--- config.mk ---
export PLATFORM = sky130hd
export DESIGN_NAME = soa_cfg
export DESIGN_NICKNAME = d
export VERILOG_FILES = /design/src/soa_pkg.sv /design/src/soa_cfg.sv
export SDC_FILE = /design/constraint.sdc
export NUM_CORES = 1
export LEC_CHECK = 0
export BUFFER_PORTS_ARGS = -buffer_cell sky130_fd_sc_hd__buf_2
export CAP_MARGIN = 0
export CELL_PAD_IN_SITES_DETAIL_PLACEMENT = 1
export CELL_PAD_IN_SITES_GLOBAL_PLACEMENT = 2
export CORE_ASPECT_RATIO = 1.4
export CORE_UTILIZATION = 31
export CTS_CLUSTER_SIZE = 40
export DETAILED_ROUTE_END_ITERATION = 10
export PLACE_DENSITY_LB_ADDON = 0.25
export SETUP_SLACK_MARGIN = 0.2
export SYNTH_ARGS = -nofsm -noshare
export SYNTH_HDL_FRONTEND = slang
export SYNTH_SLANG_ARGS = --single-unit
--- constraint.sdc ---
create_clock -name clk -period 1.33 [get_ports clk]
set_input_delay 0.1995 -clock clk [delete_from_list [all_inputs] [get_ports clk]]
set_output_delay 0.1995 -clock clk [all_outputs]
set_load 0.005 [all_outputs]
--- src/soa_pkg.sv ---
`timescale 1ns / 1ps

package soa_pkg;

    localparam int BASE_W     = 32;
    localparam int OBJ_SIZE_W = 16;
    localparam int SLAB_W     = 24;
    localparam int OPS_W      = 9;
    localparam int DATA_W     = 32;
    localparam int PADDR_W    = 4;
    localparam int PORT_AW    = 32;

    localparam logic [BASE_W-1:0]     RST_REGION_BASE      = 32'd0;
    localparam logic [OBJ_SIZE_W-1:0] RST_OBJECT_SIZE      = 16'd64;
    localparam logic [SLAB_W-1:0]     RST_SLAB_SIZE        = 24'd4096;
    localparam logic [OPS_W-1:0]      RST_OBJECTS_PER_SLAB = 9'd64;

    typedef enum logic [1:0] {
        REG_REGION_BASE      = 2'd0,
        REG_OBJECT_SIZE      = 2'd1,
        REG_SLAB_SIZE        = 2'd2,
        REG_OBJECTS_PER_SLAB = 2'd3
    } reg_idx_t;

    typedef enum logic {
        CMD_ALLOC = 1'b0,
        CMD_FREE  = 1'b1
    } cmd_t;

    typedef enum logic [2:0] {
        ST_OK          = 3'd0,
        ST_OOM         = 3'd1,
        ST_UNALIGNED   = 3'd2,
        ST_NOT_IN_SLAB = 3'd3,
        ST_INVALID     = 3'd4
    } status_t;

    typedef struct packed {
        logic [BASE_W-1:0]     region_base;
        logic [OBJ_SIZE_W-1:0] object_size;
        logic [SLAB_W-1:0]     slab_size;
        logic [OPS_W-1:0]      objects_per_slab;
    } cfg_t;

endpackage

--- src/soa_cfg.sv ---
`timescale 1ns / 1ps

module soa_cfg
    import soa_pkg::*;
(
    input  logic               clk,
    input  logic               rst_n,
    input  logic               psel,
    input  logic               penable,
    input  logic               pwrite,
    input  logic [PADDR_W-1:0] paddr,
    input  logic [DATA_W-1:0]  pwdata,
    output logic [DATA_W-1:0]  prdata,
    output logic               pready,
    output cfg_t               cfg
);

    cfg_t     cfg_reg;
    reg_idx_t idx;
    logic     wr_en;

    assign idx    = reg_idx_t'(paddr[PADDR_W-1:2]);
    assign wr_en  = psel && penable && pwrite;
    assign pready = 1'b1;
    assign cfg    = cfg_reg;

    always_ff @(posedge clk or negedge rst_n)
    begin
        if (!rst_n)
        begin
            cfg_reg.region_base      <= RST_REGION_BASE;
            cfg_reg.object_size      <= RST_OBJECT_SIZE;
            cfg_reg.slab_size        <= RST_SLAB_SIZE;
            cfg_reg.objects_per_slab <= RST_OBJECTS_PER_SLAB;
        end
        else if (wr_en)
        begin
            unique case (idx)
                REG_REGION_BASE:      cfg_reg.region_base      <= pwdata[BASE_W-1:0];
                REG_OBJECT_SIZE:      cfg_reg.object_size      <= pwdata[OBJ_SIZE_W-1:0];
                REG_SLAB_SIZE:        cfg_reg.slab_size        <= pwdata[SLAB_W-1:0];
                REG_OBJECTS_PER_SLAB: cfg_reg.objects_per_slab <= pwdata[OPS_W-1:0];
            endcase
        end
    end

    always_comb
    begin
        unique case (idx)
            REG_REGION_BASE:      prdata = DATA_W'(cfg_reg.region_base);
            REG_OBJECT_SIZE:      prdata = DATA_W'(cfg_reg.object_size);
            REG_SLAB_SIZE:        prdata = DATA_W'(cfg_reg.slab_size);
            REG_OBJECTS_PER_SLAB: prdata = DATA_W'(cfg_reg.objects_per_slab);
        endcase
    end

endmodule

==> results of run 1 <==
==> cell usage after synthesis, drive strengths merged <==
library cell and number:
and2 8, nor2 10, o21ai 7, nor2b 1, nand2 7, and4 2, clkbuf 2, buf 15
inv 1, conb 1, dfstp 3, mux2i 15, mux2 81, or2 1, dfrtp 78, mux4 9
nand4 1
==> worst max-delay path, cell delays in order, from the launching register on <==
cell and delay (ns):
dfrtp_1 0.40, mux4_2 0.47, buf_2 0.14
==> power by group <==
part / total [W] / switching [W] / internal (W)
clock network: 0.00255 / 0.000944 / 0.00161
logic: 0.00401 / 0.00122 / 0.00279
registers: 0.00351 / 0.000454 / 0.00306
==> kinds of logic (layout without fill, tap and decap cells) <==
family | after synthesis | after routing | share of synthesized area, %
buffers and inverters | 18 | 278 | 4.22
muxes | 105 | 105 | 35.9
and+or+nand+nor | 30 | 30 | 4.55
other | 1 | 1 | 0.100
AOI/OAI and AO/OA | 7 | 7 | 0.937
DFF | 81 | 81 | 54.3
==> through the flow <==
stage | util, % | total power (W) | setup WS (ns)
final | 54.7 | 0.0101 | -0.210
after global routing | 54.7 | 0.0106 | -0.239
after CTS | 50.5 | 0.00943 | -0.227
after detailed placement | 40.4 | 0.00562 | -0.137
after global placement | 40.4 | 0.00554 | -0.124
after floorplan | - | 0.00447 | -0.0809
==> repair_timing <==
action,CTS,global route
cloned,0,0
setup endpoints to repair,37,92
buffers inserted,57,32
hold buffers,1,0
resized for setup,95,55
pin swaps,0,2
hold endpoints to repair,78,0
==> path summary, 6_finish.rpt <==
path	from	to	slack, ns	cells past startpoint
max in group asynchronous	rst_n	cfg[6]	0.52	3
setup / recovery	cfg[3]	prdata[3]	-0.21	2
min in group asynchronous	rst_n	cfg[16]	0.44	3
hold reg to reg	cfg[74]	cfg[74]	0.52	1
hold / removal	pwdata[27]	cfg[76]	0.08	2
setup reg to reg	cfg[44]	cfg[44]	0.20	4
==> area by class of cell <==
cell class	instances	share of cell area [%]
repair buffers	261	36.5
flip-flops and latches	81	31.6
multi-input cells	143	24.2
clock buffers	14	4.26
well taps	147	2.86
clock inverters	2	0.545
inverters	1	0.0584
==> metal layers <==
metal,vias to the layer above,wire length (um),GRT usage [%]
li1,1373,-,-
met1,1556,4190,20.4
met2,93,6700,34.1
met3,20,433,3.52
met4,0,279,8.92
met5,-,0,0
==> flow_summary.toml, run 1 <==
[run_status]
status = "finished with violations"
failed_checks = "setup timing"

[routing]
totalWireLength_um = 11600
vias = 3042
detail_route.wl_per_cell_um = 17.9
final_antenna_net_count = 0
first_pass_iters = 4
viasPerCell = 4.69
drcViolationCount = 0
drt_iter0_markers = 69

[min_path]
worstHoldPathType = "input port to flop"

[place]
dp_hpwl_um = 7230
portBuffers = 151
dpl.cell_count = 543
finalWeightedCongestion = 0.720
dpl_cell_area_um2 = 4750

[cts]
clock-sinks = 81
numCtsBuffers = 9
clkTransAtPathRegs_ns = 0.06
clockBufferDepth = 2
cts-root-buf = "clkbuf_16"
htree_levels = 3
clock_latency_ns = 0.33
cts_tree = "built"

[synthesis]
syn-mean-instance-area_um2 = 15.4
yosysTopAreaCell = "dfrtp_1"
synth_nets = 283
syn_inst = 242
ys_types = 26
synth_seq_area_share_pct = 54.3
ys_warn_count = 0
synth_top_area_share_pct = 52.2
ys_seq_elements = 81
yosys-top-cells-area = "dfrtp_1 (52%), mux2_2 (18%), mux2_4 (8.0%)"
syn_area_um2 = 3740

[global_routing]
grt_max_degree = 82
antenna_found_initial = 0
grt_pass1_wl_um = 17500
grt_use_total_pct = 18.8
gr-total-overflow = 0
grt_pass1_vias = 3250

[power_and_ir_drop]
p_leak_nw = 3.18
power.density_nw_per_um2 = 1570
peakVddDrop_v = 0.000809

[layout]
fillers = 1225
diodes = 0
largest_reg_flops = 81
fin_area_um2 = 6430
syn_to_final_growth_pct = 72.1
final_cells = 649
multiInputGateArea_um2 = 1560
regArea_um2 = 2030
final_layout_size_suffix_gt1_share_pct = 74.5
layout.cells.most_common_list = "buf_6 (133), buf_2 (89), dfrtp_1 (78)"
nets = 538
final_common_cell = "buf_6"

[sta]
finalHoldViolCount = 0
setup_slack_ns = -0.210
fin_crit_sh_pct = 116
finClkSkew_ns = 0
finalSetupTns_ns = -1.77
rsz0062_at_grt = "yes"
fmaxAchievable_mhz = 649
hold_ws_ns = 0.0832
fin_crit_ns = 1.54
maxSlewViolCount = 0
setup_viol = 9

[setup_path]
critPathArrivalTime_ns = 1.34
critPathRequiredTime_ns = 1.13
critPathKind = "flop to output port"
cp-start-kind = "flop"
cp_max_fo = 2
cp-end-kind = "output port"

[floorplan]
rows = 47
die_w_um = 94.8
dieArea_um2 = 12500
start_util_pct = 31.8
core-area_um2 = 11800
die_h_um = 132
ioPinCount = 155

[job]
max_cap_viol_count = 0
(Power assumes the default switching activity.)
==> run 2, diff against run 1 <==
Settings changed: CTS_BUF_LIST set to sky130_fd_sc_hd__clkbuf_8 sky130_fd_sc_hd__clkbuf_16.
==> run 2 against run 1 <==
Compared with the run above: the flow still finishes with violations (setup timing); critical path depth unchanged; clock skew unchanged; critical path type unchanged; non-clock buffer count unchanged; largest power group unchanged; sequential power about the same; via count about the same; critical endpoint is now prdata[2]; clock power about the same.
==> flow_summary.toml, run 2 (synthesis results as in run 1) <==
[global_routing]
grt_pass1_wl_um = 17400
grt_pass1_vias = 3252
grt_use_total_pct = 18.8
grt_max_degree = 82
gr-total-overflow = 0
antenna_found_initial = 0

[power_and_ir_drop]
switching_share_pct = 26.0
power_w = 0.0101
p_seq_share_pct = 35.0
peakVddDrop_v = 0.000810
intPower_w = 0.00744
pwr-share-clk_pct = 25.2
power.density_nw_per_um2 = 1560
p_leak_nw = 3.19
p_switching_w = 0.00261
pwr-share-comb_pct = 39.9

[min_path]
worstHoldEndpoint = "cfg[76]"
min_path_cells = 2
worstHoldPathType = "input port to flop"
min_from = "pwdata[27]"

[place]
portBuffers = 151
dp_hpwl_um = 7230
dpl_cell_area_um2 = 4750
finalWeightedCongestion = 0.720

[run_status]
status = "finished with violations"
failed_checks = "setup timing"

[setup_path]
cp_max_fo = 2
cp-start-kind = "flop"
cpMaxStageDelayCell = "mux4_2"
reg2reg_to = "cfg[44]"
max_stage_delay_ns = 0.46
crit_chain = "mux4_2, buf_2"
critPathKind = "flop to output port"
critPathArrivalTime_ns = 1.34
r2r_start = "cfg[44]"
rr_worst_depth = 4
critPathRequiredTime_ns = 1.13
cp-end-kind = "output port"
rrSetupSlack_ns = 0.20

[cts]
clock-sinks = 81
htree_levels = 3
clkTransAtPathRegs_ns = 0.06
cts-root-buf = "clkbuf_16"
clockBufferDepth = 2
numCtsBuffers = 9
clock_latency_ns = 0.33
cts_tree = "built"

[layout]
nets = 538
final_layout_size_suffix_gt1_share_pct = 74.5
regArea_um2 = 2030
syn_to_final_growth_pct = 72.1
fin_area_um2 = 6430
layout.cells.most_common_list = "buf_6 (133), buf_2 (89), dfrtp_1 (78)"
fillers = 1225
diodes = 0
largest_reg_flops = 81
final_common_cell = "buf_6"
final_core_util_pct = 54.7
multiInputGateArea_um2 = 1560

[sta]
setup_viol = 9
fmaxAchievable_mhz = 649
fin_crit_ns = 1.54
fin_crit_sh_pct = 116
finalHoldViolCount = 0
hold_ws_ns = 0.0851
maxSlewViolCount = 0
setup_slack_ns = -0.210
finClkSkew_ns = 0
rsz0062_at_grt = "yes"

[routing]
drt_iter0_markers = 75
viasPerCell = 4.69
first_pass_iters = 4
totalWireLength_um = 11600
drcViolationCount = 0
final_antenna_net_count = 0
detail_route.wl_per_cell_um = 17.9
vias = 3041

[floorplan]
start_util_pct = 31.8
die_h_um = 132
ioPinCount = 155
dieArea_um2 = 12500
rows = 47
core-area_um2 = 11800
die_w_um = 94.8

[job]
max_cap_viol_count = 0
==> run 2: cell count changes in the layout (fill, tap and decap cells not counted) <==
cell,before,now
clkbuf_1,2,0
inv_1,1,3
==> run 2: area by class of cell <==
cell class / count / area share (%)
timing repair buffer: 261 / 36.5
sequential: 81 / 31.6
multi-input combinational: 143 / 24.2
clock buffer: 12 / 4.14
tap: 147 / 2.86
clock inverter: 4 / 0.661
inverter: 1 / 0.0584
==> run 2: repair_timing <==
action	CTS	global route
hold endpoints to repair	78	0
gates resized for setup	95	55
endpoints found under the setup margin	37	92
hold buffers	1	0
setup buffers	57	32
pin swaps	0	2
==> run 2: worst max path at each step <==
| stage | start | to | slack (ns) | depth (start not counted) |
|---|---|---|---|---|
| 2_1_floorplan | paddr[3] | cfg[12] | -0.08 | 7 |
| 3_3_place_gp | paddr[2] | cfg[67] | -0.12 | 5 |
| 3_5_place_dp | paddr[2] | cfg[62] | -0.14 | 5 |
| 4_1_cts | cfg[54] | prdata[5] | -0.23 | 2 |
| 5_1_grt | cfg[50] | prdata[1] | -0.24 | 2 |
| 6_report | cfg[35] | prdata[2] | -0.21 | 2 |
==> run 2: worst max-delay path, delay by kind of cell, from the launching register on <==
family,cells,cell delay (ns)
buffers and inverters,1,0.14
flip-flops,1,0.40
multiplexers,1,0.46
==> run 2: routing by layer <==
layer	global-route usage [%]	vias to the layer above	share of wire (%)
met5	0	-	0
met4	8.92	0	2.3
met2	34.1	92	58
met1	20.3	1557	36
li1	-	1373	-
met3	3.52	19	3.7
==> run 2: power groups by stage <==
stage          logic, W  registers, W  clock network (W)
2_1_floorplan  0.000949       0.00352                  0
3_3_place_gp    0.00199       0.00354                  0
3_5_place_dp    0.00204       0.00358                  0
4_1_cts         0.00332       0.00347            0.00262
5_1_grt         0.00430       0.00357            0.00269
6_report        0.00401       0.00352            0.00253
==> run 2: per-stage QoR <==
stage / cells / setup slack (ns) / TNS, ns
2_1_floorplan: 242 / -0.0809 / -3.78
3_3_place_gp: 543 / -0.124 / -7.53
3_5_place_dp: 543 / -0.137 / -8.70
4_1_cts: 617 / -0.227 / -1.82
5_1_grt: 649 / -0.238 / -2.25
6_report: 649 / -0.210 / -1.75
