File: config.mk
export PLATFORM = sky130hd
export DESIGN_NAME = soa_div
export DESIGN_NICKNAME = d
export VERILOG_FILES = /design/src/soa_pkg.sv /design/src/soa_div.sv
export SDC_FILE = /design/constraint.sdc
export NUM_CORES = 1
export LEC_CHECK = 0
export BUFFER_PORTS_ARGS = -buffer_cell sky130_fd_sc_hd__buf_2
export CORE_AREA = 2 2 112 114
export DETAILED_ROUTE_END_ITERATION = 6
export DIE_AREA = 0 0 114 116
export GPL_TIMING_DRIVEN = 0
export PLACE_DENSITY = 0.52
export SLEW_MARGIN = 10
export SYNTH_ARGS = -nofsm -noshare
export SYNTH_HDL_FRONTEND = slang
export SYNTH_SLANG_ARGS = --single-unit
File: constraint.sdc
create_clock -name clk -period 2.6 [get_ports clk]
set_clock_uncertainty 0.05 [all_clocks]
set_input_delay 0.52 -clock clk [delete_from_list [all_inputs] [get_ports clk]]
set_output_delay 0.52 -clock clk [all_outputs]
set_load 0.05 [all_outputs]
File: src/soa_pkg.sv
`timescale 1ns / 1ps

package soa_pkg;

    localparam int BASE_W     = 32;
    localparam int OBJ_SIZE_W = 16;
    localparam int SLAB_W     = 24;
    localparam int OPS_W      = 9;
    localparam int DATA_W     = 32;
    localparam int PADDR_W    = 4;
    localparam int PORT_AW    = 32;

    localparam logic [BASE_W-1:0]     RST_REGION_BASE      = 32'd0;
    localparam logic [OBJ_SIZE_W-1:0] RST_OBJECT_SIZE      = 16'd64;
    localparam logic [SLAB_W-1:0]     RST_SLAB_SIZE        = 24'd4096;
    localparam logic [OPS_W-1:0]      RST_OBJECTS_PER_SLAB = 9'd64;

    typedef enum logic [1:0] {
        REG_REGION_BASE      = 2'd0,
        REG_OBJECT_SIZE      = 2'd1,
        REG_SLAB_SIZE        = 2'd2,
        REG_OBJECTS_PER_SLAB = 2'd3
    } reg_idx_t;

    typedef enum logic {
        CMD_ALLOC = 1'b0,
        CMD_FREE  = 1'b1
    } cmd_t;

    typedef enum logic [2:0] {
        ST_OK          = 3'd0,
        ST_OOM         = 3'd1,
        ST_UNALIGNED   = 3'd2,
        ST_NOT_IN_SLAB = 3'd3,
        ST_INVALID     = 3'd4
    } status_t;

    typedef struct packed {
        logic [BASE_W-1:0]     region_base;
        logic [OBJ_SIZE_W-1:0] object_size;
        logic [SLAB_W-1:0]     slab_size;
        logic [OPS_W-1:0]      objects_per_slab;
    } cfg_t;

endpackage

File: src/soa_div.sv
`timescale 1ns / 1ps

// Restoring divider, one quotient bit per cycle.
module soa_div
    import soa_pkg::*;
(
    input  logic                  clk,
    input  logic                  rst_n,
    input  logic                  start,
    input  logic [SLAB_W-1:0]     dividend,
    input  logic [OBJ_SIZE_W-1:0] divisor,
    output logic                  done,
    output logic [SLAB_W-1:0]     quot,
    output logic [OBJ_SIZE_W-1:0] rem
);

    localparam int CNT_W = $clog2(SLAB_W + 1);

    logic                  busy_reg, busy_next;
    logic                  done_reg, done_next;
    logic [CNT_W-1:0]      cnt_reg, cnt_next;
    logic [SLAB_W-1:0]     dvd_reg, dvd_next;
    logic [OBJ_SIZE_W-1:0] rem_reg, rem_next;
    logic [OBJ_SIZE_W-1:0] dsr_reg, dsr_next;
    logic [OBJ_SIZE_W:0]   trial;
    logic [OBJ_SIZE_W:0]   diff;
    logic                  ge;

    assign trial = {rem_reg, dvd_reg[SLAB_W-1]};
    assign ge    = trial >= {1'b0, dsr_reg};
    assign diff  = trial - {1'b0, dsr_reg};

    always_comb
    begin
        busy_next = busy_reg;
        done_next = done_reg;
        cnt_next  = cnt_reg;
        dvd_next  = dvd_reg;
        rem_next  = rem_reg;
        dsr_next  = dsr_reg;
        if (start)
        begin
            busy_next = 1'b1;
            done_next = 1'b0;
            cnt_next  = CNT_W'(SLAB_W);
            dvd_next  = dividend;
            rem_next  = '0;
            dsr_next  = divisor;
        end
        else if (busy_reg)
        begin
            // shift the quotient bit in where the dividend bit leaves
            dvd_next = {dvd_reg[SLAB_W-2:0], ge};
            rem_next = ge ? diff[OBJ_SIZE_W-1:0] : trial[OBJ_SIZE_W-1:0];
            cnt_next = cnt_reg - CNT_W'(1);
            if (cnt_reg == CNT_W'(1))
            begin
                busy_next = 1'b0;
                done_next = 1'b1;
            end
        end
    end

    always_ff @(posedge clk or negedge rst_n)
    begin
        if (!rst_n)
        begin
            busy_reg <= 1'b0;
            done_reg <= 1'b0;
            cnt_reg  <= '0;
        end
        else
        begin
            busy_reg <= busy_next;
            done_reg <= done_next;
            cnt_reg  <= cnt_next;
        end
    end

    always_ff @(posedge clk)
    begin
        dvd_reg <= dvd_next;
        rem_reg <= rem_next;
        dsr_reg <= dsr_next;
    end

    assign done = done_reg;
    assign quot = dvd_reg;
    assign rem  = rem_reg;

endmodule

==> results of run 1 <==
## synth_stat cells, types with 5 or more instances
master / number
dfxtp_1: 16
dfrtp_1: 7
nor2_1: 26
edfxtp_1: 40
inv_1: 23
xnor2_1: 8
nand2_1: 27
nand2b_1: 5
a21o_1: 6
mux2_2: 24
a311oi_2: 9
a211oi_1: 5
a21oi_1: 13
ha_1: 18
clkbuf_1: 8
o21a_1: 5
## cell families (layout without fill, tap and decap cells)
group	count (synthesis)	count (layout)	synth area share
AND/OR/NAND/NOR	88	88	0.121
AO/OA/AOI/OAI	67	68	0.164
flip-flops	63	63	0.483
buffers and inverters	41	151	0.0527
multiplexers	25	25	0.0798
adder cells (fa/ha/maj)	19	19	0.0699
XOR/XNOR	12	12	0.0299
## worst paths after layout
| check | startpoint | endpoint | slack (ps) | depth (start not counted) |
|---|---|---|---|---|
| max | dsr_reg[7]$_DFFE_PP_ | quot[0]$_DFFE_PP_ | 40 | 11 |
| min | divisor[12] | dsr_reg[12]$_DFFE_PP_ | 310 | 1 |
| max reg2reg | dsr_reg[7]$_DFFE_PP_ | quot[0]$_DFFE_PP_ | 40 | 11 |
| min reg2reg | done$_DFFE_PN0P_ | done$_DFFE_PN0P_ | 450 | 1 |
| max in group asynchronous | rst_n | cnt_reg[1]$_DFFE_PN0P_ | 1840 | 2 |
| min in group asynchronous | rst_n | done$_DFFE_PN0P_ | 500 | 2 |
## routing by layer
metal	vias to the layer above	share of wire	wire length [um]	GRT usage
met3	12	0.035	316	0.0340
met1	1361	0.45	4040	0.171
li1	1371	-	-	-
met5	-	0	0	0
met2	50	0.50	4470	0.224
met4	0	0.017	155	0.0618
## per-stage QoR
stage / hold WS (ps) / util / instance area (um^2)
final: 313 / 0.400 / 4760
after global routing: 308 / 0.400 / 4760
after CTS: 298 / 0.382 / 4550
after detailed placement: 313 / 0.346 / 4120
after global placement: 309 / 0.346 / 4120
after floorplan: 174 / - / 3520
## worst max-delay path, delay by kind of cell (launching register included)
family,cells,cell delay [ps]
compound gates,4,770
buf+inv,4,550
flops,1,380
mux,1,250
fa+ha+maj,1,190
simple gates,1,130
## final cells by class
type                            count  area share
Multi-Input combinational cell    212       0.375
Sequential cell                    63       0.358
Timing Repair Buffer               95       0.111
Clock buffer                       10      0.0481
Tap cell                          147      0.0386
Clock inverter                      6      0.0278
Buffer                             16      0.0228
Inverter                           24      0.0189
## power by group
group	switching, mW	internal (mW)	leakage, nW
Clock	0.445	1.03	0.174
Combinational	1.61	1.08	1.23
Sequential	0.168	1.28	0.626
Total	2.22	3.39	2.03
## repair_timing
item                                    CTS  global route
buffers inserted                          4             5
hold buffers                              1             0
gates cloned                              0             3
resized for setup                         6            30
endpoints found under the hold margin     7             0
endpoints found under the setup margin   13            41
pin swaps                                 3            15
==> reports/metrics.cfg, run 1 <==
[yosys]
async_flop_share=0.111
yosys_warnings=0
synth.distinct_cells=60
synth-edff-count=40
synthCells=315
synthFlopType=edfxtp_1
netlist_area_mm2=0.00351
ys_top_cells_by_area=edfxtp_1 (34%), dfxtp_1 (9.1%), mux2_2 (7.7%), ha_1 (6.4%), dfrtp_1 (5.0%)
synth-seq-cells=63
synth_top_area_frac=0.342
syn_nets=377
avgSynthCellArea_um2=11.1
seq_area_frac_synth=0.483
synth_area_leader_cell=edfxtp_1

[route]
drt_iter0_markers=100
wl_per_cell_um=15.7
drc=0
finalWirelength_um=8990
firstDrtPassIters=4
ant_nets=0
via_count=2794
vias_per_cell=4.88

[setup_path]
cp_common_cell=buf_4
crit_type=reg2reg
crit_fanout=8
critPathSlowestCell=edfxtp_1
cp-start-kind=register
end_kind=register
max_stage_delay_ps=380
crit_arrival_ps=2590
cp.required_ps=2630
crit_chain=inv_2 > ha_4 > buf_6 > nand4_1 > o22ai_1 > a211o_1 > a211oi_4 > buf_4 > o21ai_4 > buf_4 > mux2_2

[timing]
setup_ws_ps=37.2
hold_viol=0
fmax_mhz=390
rsz0062_at_grt=yes
finalCriticalPeriod_ps=2560
finalSetupTns_ps=0
fin_crit_sh=0.986
setup_violations=0
final_max_slew_viol_count=0
slew_headroom=0.507
worst_slew_pin_slew_ps=739

[grt]
grt_max_degree=25
grt_usage=0.137
grt-ovfl-total=0
grt_pass1_vias=2708
grt_pass1_wl_um=13900
antenna_found_initial=0

[final_layout]
nets=483
seqCellArea_mm2=0.00171
fill_cells=1186
drive_above_1_share=0.448
final_cell_mix=buf_2 (83), edfxtp_1 (40), nor2_1 (26)
syn_to_final_growth_pct=35.7
fin_cells=573
final_common_cell=buf_2
antennaDiodeCount=0
multi_input_area_mm2=0.00179
largest_reg_flops=24

[clocking]
htree_levels=3
cts_made_buffers=9
clk_pin_slew_worst_paths_ps=50
cts_buffer_depth=2
cts-root-buf=clkbuf_16
clkLatencyLatePin_ps=330
cts_tree=built
cts_sinks=63

[placed_design]
io_buffer_count=83
gp_routability_congestion=0.862
dp_cells=545
dp_hpwl_um=6370
post-place-ws_ps=-273

[run]
maxCapViolations=0

[die]
coreArea_mm2=0.0119
fp.dieW_um=114
die_y_um=116
fp.dieArea_mm2=0.0132
row_count=40
boundaryPins=84
start_util=0.295

[min_path]
min_path_type=in2reg

[power_and_ir_drop]
peakVddDrop_mv=0.387
p_per_area_mw_per_mm2=1180
fin_total_pwr_mw=5.62
leakagePower_nw=2.03

[outcome]
outcome=complete, no violations

Note: power is estimated with default switching activity, not from simulation.
==> run 2, diff against run 1 <==
Settings changed: CTS_BUF_LIST set to sky130_fd_sc_hd__clkbuf_8.
==> run 2 against run 1 <==
Net effect:
- setup slack got worse by 13 ps
- utilization fell by 0.89 points
- via count fell by 0.57%
- sequential share of layout area rose by 0.82 points
- maximum frequency fell by 0.51%
- first-iteration DRC count rose by 7.0%
- non-clock buffer count fell by 4
- combinational power barely moved
- routed wire length fell by 0.87%
- design area fell by 2.2%
- clock-buffer cell count fell by 1
- total power fell by 6.6%
- critical endpoint is now rem[5]$_SDFFE_PP0P_
- largest power group unchanged
- highest routed layer unchanged
==> reports/metrics.cfg, run 2 (synthesis results as in run 1) <==
[min_path]
hold_start=divisor[8]
min_to=dsr_reg[8]$_DFFE_PP_
min_path_type=in2reg
whs_path_depth=1  ; unchanged

[grt]
grt_max_degree=25  ; unchanged
grt_usage=0.136  ; -0.000889
grt-ovfl-total=0  ; unchanged
grt_pass1_wl_um=13900  ; -0.24%
grt_pass1_vias=2731  ; +0.85%
antenna_found_initial=0  ; unchanged

[setup_path]
crit_fanout=8  ; unchanged
reg2reg_slack_ps=20  ; about the same
crit_type=reg2reg
end_kind=register
cp.required_ps=2800  ; +170 ps
reg2regPathDepth=11  ; unchanged
r2r-end=rem[5]$_SDFFE_PP0P_
crit_arrival_ps=2770  ; +180 ps
cp-start-kind=register
r2r-start=dsr_reg[6]$_DFFE_PP_

[placed_design]
io_buffer_count=83  ; unchanged
dp_hpwl_um=6370  ; unchanged
gp_routability_congestion=0.862  ; unchanged
dp_cells=545  ; unchanged

[die]
die_y_um=116  ; unchanged
boundaryPins=84  ; unchanged
row_count=40  ; unchanged
start_util=0.295  ; unchanged
fp.dieW_um=114  ; unchanged
fp.dieArea_mm2=0.0132  ; unchanged
coreArea_mm2=0.0119  ; unchanged

[route]
finalWirelength_um=8910  ; -0.87%
via_count=2778  ; -0.57%
firstDrtPassIters=4  ; unchanged
wl_per_cell_um=15.7  ; -0.17%
ant_nets=0  ; unchanged
vias_per_cell=4.88  ; +0.13%
drc=0  ; unchanged
drt_iter0_markers=107  ; +7.0%

[clocking]
cts_made_buffers=9  ; unchanged
clkLatencyLatePin_ps=350  ; +20 ps
htree_levels=3  ; unchanged
cts_tree=built
cts_sinks=63  ; unchanged
clk_pin_slew_worst_paths_ps=70  ; +20 ps
cts-root-buf=clkbuf_8
cts_buffer_depth=2  ; unchanged

[final_layout]
antennaDiodeCount=0  ; unchanged
final_cell_mix=buf_2 (83), edfxtp_1 (40), nor2_1 (26)
fin_cells=569  ; -0.70%
final_common_cell=buf_2
syn_to_final_growth_pct=32.7
largest_reg_flops=24  ; unchanged
nets=479  ; -0.83%
drive_above_1_share=0.438  ; -0.00997

[timing]
finalCriticalPeriod_ps=2580  ; +13.2 ps
fmax_mhz=388  ; -0.51%
slew_headroom=0.519  ; +0.0114
rsz0062_at_grt=yes
worst_slew_pin_slew_ps=722  ; -17.0 ps
hold_slack_ps=293  ; -20.1 ps
hold_viol=0  ; unchanged
setup_violations=0  ; unchanged
fin_crit_sh=0.991  ; +0.00508
finalSetupTns_ps=0  ; unchanged
final_max_slew_viol_count=0  ; unchanged

[run]
maxCapViolations=0  ; unchanged

[power_and_ir_drop]
leakagePower_nw=1.98  ; -2.6%
p_per_area_mw_per_mm2=1130  ; -4.4%
peakVddDrop_mv=0.395  ; +2.1%
fin_total_pwr_mw=5.25  ; -6.6%

[outcome]
outcome=complete, no violations

## run 2: changes by cell type in the layout (fill, tap and decap cells not counted), moves of 2 or more
cell	delta
inv_1	+2
buf_4	-3
clkbuf_8	+9
a21oi_4	+2
a21oi_2	-2
a311oi_2	-2
ha_4	+2
a311oi_1	+2
clkbuf_16	-9
## run 2: cell type report
cell class / count / area, um^2
clock buffers: 9 / 124
repair buffers: 91 / 495
flip-flops and latches: 63 / 1710
inverters: 24 / 90.1
fillers: 1187 / 7250
plain buffers: 16 / 109
well taps: 147 / 184
clock inverters: 7 / 136
multi-input cells: 212 / 1810
## run 2: per-stage QoR
stage / setup slack (ps) / instance area, um^2 / util
after floorplan: -9.81 / 3520 / -
after global placement: -188 / 4120 / 0.346
after detailed placement: -273 / 4120 / 0.346
after CTS: -12.3 / 4420 / 0.371
after global routing: -88.4 / 4660 / 0.391
final: 24.0 / 4660 / 0.391
## run 2: power by group
part           switching, mW  total [mW]  internal, mW
clock network          0.405        1.13         0.729
logic                   1.60        2.66          1.06
registers              0.179        1.46          1.28
total                   2.18        5.25          3.06
## run 2: critical path, stage by stage, from the launching register on
cell and delay [ps]:
edfxtp_1 370, inv_1 110, ha_4 210, buf_6 130, a21oi_4 130, o22ai_2 100, a211o_1 290, a211oi_4 370
o21a_4 260, buf_8 150, nand2_4 50, a311oi_2 270
## run 2: routing by layer
layer / up-vias / track usage / share of wire
li1: 1364 / - / -
met1: 1345 / 0.170 / 0.46
met2: 52 / 0.223 / 0.48
met3: 17 / 0.0340 / 0.037
met4: 0 / 0.0593 / 0.024
met5: - / 0 / 0
## run 2: what timing repair did
item,4_1_cts,5_1_grt
cloned,0,2
hold buffers,1,0
setup endpoints to repair,13,39
endpoints found under the hold margin,7,0
setup buffers,1,6
gates resized for setup,4,31
pin swaps,1,13
## run 2: worst max-delay path by stage
stage	from	end	slack, ps
after CTS	rem[7]$_SDFFE_PP0P_	rem[5]$_SDFFE_PP0P_	-10
after floorplan	rem[7]$_SDFFE_PP0P_	quot[0]$_DFFE_PP_	-10
after global placement	start	quot[0]$_DFFE_PP_	-190
final	dsr_reg[6]$_DFFE_PP_	rem[5]$_SDFFE_PP0P_	20
after global routing	dsr_reg[6]$_DFFE_PP_	rem[5]$_SDFFE_PP0P_	-90
after detailed placement	start	quot[4]$_DFFE_PP_	-270
==> run 3, diff against run 2 <==
Settings changed: CORE_AREA 2 2 112 114 to 2 2 92 94, DIE_AREA 0 0 114 116 to 0 0 94 96, PLACE_DENSITY 0.52 to 0.71.
==> run 3 against run 2 <==
Net effect:
- non-clock buffer count up 1
- final cell count shrank 7.2%
- largest power group unchanged
- critical path depth unchanged
- largest cell class unchanged
- clock-buffer cell count unchanged
- highest routed layer unchanged
==> reports/metrics.cfg, run 3 (synthesis results as in run 1) <==
[outcome]
outcome=complete, no violations

[setup_path]
crit_fanout=7  ; -1
critPathSlowestCell=edfxtp_1
cp-start-kind=register
r2r-end=rem[9]$_SDFFE_PP0P_
end_kind=register
crit_type=reg2reg
max_stage_delay_ps=390  ; +20 ps
crit_arrival_ps=2760  ; about the same
r2r-start=dsr_reg[7]$_DFFE_PP_
reg2reg_slack_ps=40  ; +20 ps
crit_chain=inv_2 > ha_4 > buf_6 > nand4_1 > o22ai_2 > a211o_1 > a211oi_4 > o21a_4 > buf_4 > nand2_1 > a311oi_1
cp.required_ps=2800  ; about the same
reg2regPathDepth=11  ; unchanged

[power_and_ir_drop]
p_comb_frac=0.532  ; +0.026
seq_power_share=0.297  ; +0.020
leakagePower_nw=1.93  ; -2.6%
clkPwrFrac=0.171  ; -0.045
p_per_area_mw_per_mm2=1100  ; -2.8%
p_int_mw=2.74  ; -11%
netSwitchingFraction=0.440  ; +0.0232
peakVddDrop_mv=0.589  ; +49%
p_sw_mw=2.15  ; -1.6%

[die]
fp.dieArea_mm2=0.00902  ; -32%
die_y_um=96  ; -17%
boundaryPins=84  ; unchanged
start_util=0.436  ; +0.141
row_count=33  ; -18%
coreArea_mm2=0.00805  ; -32%
fp.dieW_um=94  ; -18%

[timing]
finalSetupTns_ps=0  ; unchanged
hold_viol=0  ; unchanged
fmax_mhz=391  ; +0.67%
hold_slack_ps=292  ; -0.258 ps
final_max_slew_viol_count=0  ; unchanged
setup_violations=0  ; unchanged
fin_crit_sh=0.984  ; -0.00659
rsz0062_at_grt=yes
finalCriticalPeriod_ps=2560  ; -17.1 ps
setup_ws_ps=41.1  ; +17.1 ps
worst_slew_pin_slew_ps=687  ; -34.6 ps
slew_headroom=0.542  ; +0.0230

[min_path]
min_path_type=in2reg
min_to=dsr_reg[9]$_DFFE_PP_
whs_path_depth=1  ; unchanged
hold_start=divisor[9]

[placed_design]
dp_cells=503  ; -7.7%
io_buffer_count=83  ; unchanged
post-place-ws_ps=-138  ; +135 ps
gp_routability_congestion=0.903  ; +4.7%
dp_hpwl_um=5940  ; -6.7%

[route]
drt_iter0_markers=159  ; +49%
wl_per_cell_um=16.1  ; +2.8%
ant_nets=0  ; unchanged
firstDrtPassIters=4  ; unchanged
finalWirelength_um=8500  ; -4.6%
vias_per_cell=5.32  ; +9.0%
drc=0  ; unchanged
via_count=2811  ; +1.2%

[final_layout]
largest_reg_flops=24  ; unchanged
syn_to_final_growth_pct=27.1
final_cell_mix=buf_2 (83), edfxtp_1 (40), nor2_1 (26)
fin_cells=528  ; -7.2%
fill_cells=704  ; -41%
nets=480  ; +0.21%
final_common_cell=buf_2
antennaDiodeCount=0  ; unchanged
drive_above_1_share=0.435  ; -0.00340

[clocking]
cts_sinks=63  ; unchanged
clkLatencyLatePin_ps=350  ; about the same
htree_levels=3  ; unchanged
cts_buffer_depth=2  ; unchanged
cts_tree=built
clk_pin_slew_worst_paths_ps=70  ; about the same
cts_made_buffers=9  ; unchanged
cts-root-buf=clkbuf_8

[run]
maxCapViolations=0  ; unchanged

[grt]
grt_max_degree=25  ; unchanged
grt_pass1_wl_um=13000  ; -6.4%
grt-ovfl-total=0  ; unchanged
grt_usage=0.188  ; +0.0523
antenna_found_initial=0  ; unchanged
grt_pass1_vias=2706  ; -0.92%

run 3: cell types whose count changed in the layout (fill, tap and decap cells not counted), sizes merged:
cell,change
clkinv,+2
buf,+1
bufinv,-3
clkinvlp,+1
run 3: worst max-delay path by stage:
stage                     slack [ps]                  end                 start
final                             40  rem[9]$_SDFFE_PP0P_  dsr_reg[7]$_DFFE_PP_
after floorplan                  -10    quot[0]$_DFFE_PP_   rem[7]$_SDFFE_PP0P_
after CTS                         10    quot[0]$_DFFE_PP_  dsr_reg[7]$_DFFE_PP_
after global routing             -80  rem[4]$_SDFFE_PP0P_  dsr_reg[8]$_DFFE_PP_
after detailed placement        -140    quot[3]$_DFFE_PP_                 start
after global placement          -100    quot[0]$_DFFE_PP_  dsr_reg[1]$_DFFE_PP_
run 3: layout make-up:
class | count | area (um^2) | share of cell area
sequential | 63 | 1710 | 0.382
timing repair buffer | 92 | 503 | 0.113
clock inverter | 7 | 65.1 | 0.0146
buffer | 16 | 109 | 0.0244
multi-input combinational | 212 | 1740 | 0.389
inverter | 24 | 90.1 | 0.0202
clock buffer | 9 | 124 | 0.0278
tap | 105 | 131 | 0.0294
run 3: routing by layer:
| layer | vias to the layer above | global-route usage | share of wire |
|---|---|---|---|
| met5 | - | 0 | 0 |
| met1 | 1377 | 0.233 | 0.43 |
| met3 | 13 | 0.0431 | 0.036 |
| met2 | 59 | 0.318 | 0.51 |
| met4 | 0 | 0.0797 | 0.022 |
| li1 | 1362 | - | - |
run 3: worst max-delay path: cells and delay by family (launching register included):
kind	cells	cell delay, ps
buffers and inverters	3	330
flip-flops	1	390
AND/OR/NAND/NOR	2	210
AO/OA/AOI/OAI	5	1290
adder cells (fa/ha/maj)	1	190
run 3: timing repair:
action / in CTS / in global routing
setup buffers: 1 / 6
hold buffers: 1 / 0
hold endpoints to repair: 7 / 0
resized for setup: 4 / 22
endpoints found under the setup margin: 9 / 16
gates cloned: 0 / 2
pin swaps: 1 / 16
run 3: metrics by stage:
step | cell area (um^2) | power, mW | utilization
after global routing | 4460 | 5.16 | 0.554
final | 4460 | 4.89 | 0.554
after detailed placement | 4070 | 3.67 | 0.505
after global placement | 4070 | 3.64 | 0.505
after floorplan | 3520 | 3.18 | -
after CTS | 4290 | 4.57 | 0.533
run 3: power groups by stage:
stage | logic, mW | clock network, mW | registers, mW
3_3_place_gp | 2.19 | 0 | 1.44
6_report | 2.60 | 0.837 | 1.45
5_1_grt | 2.79 | 0.894 | 1.48
2_1_floorplan | 1.22 | 0 | 1.96
4_1_cts | 2.29 | 0.852 | 1.43
3_5_place_dp | 2.22 | 0 | 1.45
